**config.mk**
```make
export PLATFORM = sky130hd
export DESIGN_NAME = rcpfa_alu
export DESIGN_NICKNAME = d
export VERILOG_FILES = /design/src/rtl/core/rcpfa_pkg.sv /design/src/rtl/core/rcpfa_alu.sv
export SDC_FILE = /design/constraint.sdc
export NUM_CORES = 1
export LEC_CHECK = 0
export BUFFER_PORTS_ARGS = -buffer_cell sky130_fd_sc_hd__buf_2
export CAP_MARGIN = 10
export CORE_MARGIN = 2
export CORE_UTILIZATION = 55
export DETAILED_ROUTE_END_ITERATION = 8
export PLACE_DENSITY_LB_ADDON = 0.15
export SYNTH_ARGS = -nofsm -noshare
export SYNTH_HDL_FRONTEND = slang
export SYNTH_SLANG_ARGS = --single-unit
```
**constraint.sdc**
```tcl
create_clock -name vclk -period 3.3
set_input_delay 0 -clock vclk [all_inputs]
set_output_delay 0 -clock vclk [all_outputs]
set_load 0.03 [all_outputs]
```
**src/rtl/core/rcpfa_pkg.sv**
```systemverilog
// Shared types and codes for the refcounted page-frame allocator.
package rcpfa_pkg;

  localparam int PAGE_W = 15;
  localparam int OPER_W = 2;
  localparam int STAT_W = 2;

  typedef enum logic [OPER_W-1:0] {
    OP_ALLOC  = 2'd0,
    OP_FREE   = 2'd1,
    OP_INCREF = 2'd2,
    OP_COW    = 2'd3
  } oper_t;

  typedef enum logic [STAT_W-1:0] {
    ST_OK       = 2'd0,
    ST_OOM      = 2'd1,
    ST_BAD      = 2'd2,
    ST_NOTALLOC = 2'd3
  } stat_t;

  typedef enum logic [0:0] {
    ALU_ADD = 1'b0,
    ALU_SUB = 1'b1
  } alu_op_t;

endpackage

```
**src/rtl/core/rcpfa_alu.sv**
```systemverilog
// Shared add/subtract unit with unsigned less-than flag.
module rcpfa_alu #(
  parameter int W = 16
) (
  input  rcpfa_pkg::alu_op_t op,
  input  logic [W-1:0]       a,
  input  logic [W-1:0]       b,
  output logic [W-1:0]       res,
  output logic               lt
);
  import rcpfa_pkg::*;

  logic [W:0] sum;

  always_comb begin
    case (op)
      ALU_ADD: sum = {1'b0, a} + {1'b0, b};
      ALU_SUB: sum = {1'b0, a} - {1'b0, b};
      default: sum = {1'b0, a} - {1'b0, b};
    endcase
  end

  assign res = sum[W-1:0];
  // borrow out of the subtract means a < b
  assign lt  = (op == ALU_SUB) && sum[W];

endmodule

```
==> flow_summary_export.csv <==
group,metric,value,unit
outcome,status,"finished, final reports clean",
synthesis,synth_top_area_share,18.7,%
synthesis,yosysSeqAreaShare,0,%
die,initial_core_util,58.0,%
route,viasPerCell,5.66,
layout,nFillCells,204,
critical_path,crit_type,"in2out",
critical_path,start_kind,"primary input",
layout,layout.nets,265,
route,drtAntennaViolNets,0,
critical_path,critPathRequiredTime,3.30,ns
power_and_ir_drop,cellPowerDensity,365,nW/um2
timing,final_max_slew_viol_count,0,
timing,finalSetupTns,0,ns
run,drv_cap,0,
critical_path,startpoint,"b[3]",
synthesis,netlist_area,1140,um2
critical_path,endpoint_kind,"primary output",
timing,fin_crit,2.81,ns
die,core_area,1960,um2
timing,timing.final.hold_violations,0,
hold_path,hp-start,"b[0]",
route,wl_per_cell,12.4,um
layout,final_common_cell,"buf_2",
layout,seq_cells,0,
global_routing,grt_pass1_vias,1248,
place,dp.cells,239,
timing,max-slew-margin-rel,65.5,%
place,pre_cts_ws,0.525,ns
layout,final_cells,239,
synthesis,yosysTopAreaCell,"ha_1",
layout,design_area,1410,um2
hold_path,hold_path.class,"in2out",
place,detailed_place_hpwl,2580,um
layout,drive_gt1_share,28.3,%
die,num_rows,16,
layout,multiInputGateArea,1090,um2
global_routing,grt_max_degree,17,
critical_path,cp.arrival,2.81,ns
timing,setup_viol,0,
die,ios,50,
route,drc_errors,0,
power_and_ir_drop,p_total,0.515,mW
place,port_buffers,50,
global_routing,grt_antenna_before_repair,0,
synthesis,synth_cell_type_count,43,
global_routing,grt_pass1_wl,5180,um
timing,fmax,356,MHz
route,first_iter_violations,17,
synthesis,netlist_instances,165,
synthesis,synth_nets,216,
power_and_ir_drop,ir_drop,0.258,mV
die,die-area,2450,um2
route,via_count,1352,
power_and_ir_drop,p_leak,0.707,nW
layout,final_cell_mix,"buf_2, nor2_1, ha_1, xnor2_1, a21oi_1",
timing,worst_pin_slew,0.505,ns
clock_network,ctsHoldBuffers,0,
critical_path,critPathMaxFanout,6,
die,die_w,49.5,um
layout,post-route-util,71.9,%
clock_network,cts_setup_buffers,0,
timing,hold_ws,0.424,ns
global_routing,grt_overflow_total,0,
timing,rsz0062_at_grt,"no",
die,fp.dieH,49.5,um
timing,post-route-period-util,85.2,%
timing,fin_ws,0.488,ns
layout,syn2layout_area_growth,24.0,%
route,wl,2970,um
place,gp_congestion,0.900,
synthesis,synth_area_per_cell,6.90,um2
route,drtPass1Iterations,4,
synthesis,synthTopCellsByArea,"ha_1, xnor2_1, nor2_1",
clock_network,cts_resized,0,
layout,diodes,0,
global_routing,grt_usage,25.3,%
layout,clkbuf_count,0,
layout,regArea,0,um2
place,post_dp_cell_area,1410,um2
synthesis,yosysWarnings,0,
-- area by class of cell --
| class | instances | area share (%) |
|---|---|---|
| well taps | 27 | 2.39 |
| inverters | 11 | 2.93 |
| multi-input cells | 151 | 77.0 |
| repair buffers | 50 | 17.7 |
-- worst max-delay path, stage by stage --
cell and delay, ns:
buf_2 0.12, nor3_1 0.32, a31o_2 0.24, o21ai_0 0.18, nor2_1 0.19, xor2_1 0.17, ha_1 0.32, a21o_1 0.20
a21o_1 0.17, a21oi_1 0.24, mux2i_1 0.23, o21ai_0 0.11, nor2_1 0.12, buf_2 0.20
-- logic make-up after synthesis --
group,Yosys count,share of synthesized area [%]
xor gates and xnor gates,25,19.2
and+or+nand+nor,57,24.6
adders and majority gates,18,20.4
buffers and inverters,14,4.62
muxes,2,1.76
AOI/OAI and AO/OA,49,29.3
-- where the power goes --
| group | internal [mW] | switching [mW] |
|---|---|---|
| clock | 0 | 0 |
| combinational | 0.185 | 0.330 |
| sequential | 0 | 0 |
-- Yosys cell counts, types with 2 or more instances --
cell and count:
xnor2_1 16, nand2_1 10, inv_1 11, clkbuf_1 3, a21oi_1 13, o21ai_0 9, nor3_1 4, nor4_1 3
o21ai_1 3, nor2_1 23, a21o_1 4, mux2i_1 2, nor2b_1 2, nand3_1 3, nand2b_1 2, o211ai_2 2
o21a_1 3, xor2_1 9, or2_2 2, ha_1 17, o211ai_1 2
-- per-layer routing --
| layer | wire length [um] | track usage, % | up-vias |
|---|---|---|---|
| li1 | - | - | 693 |
| met1 | 1280 | 31.8 | 622 |
| met3 | 124 | 0.909 | 0 |
| met5 | 0 | 0 | - |
| met4 | 0 | 0.926 | 0 |
| met2 | 1560 | 49.5 | 37 |
-- worst paths after layout --
| path | endpoint | slack (ns) | cells after the start |
|---|---|---|---|
| worst min-delay path | res[0] | 0.42 | 4 |
| worst max-delay path | res[15] | 0.49 | 14 |
Power figures use the tool's default switching activity.
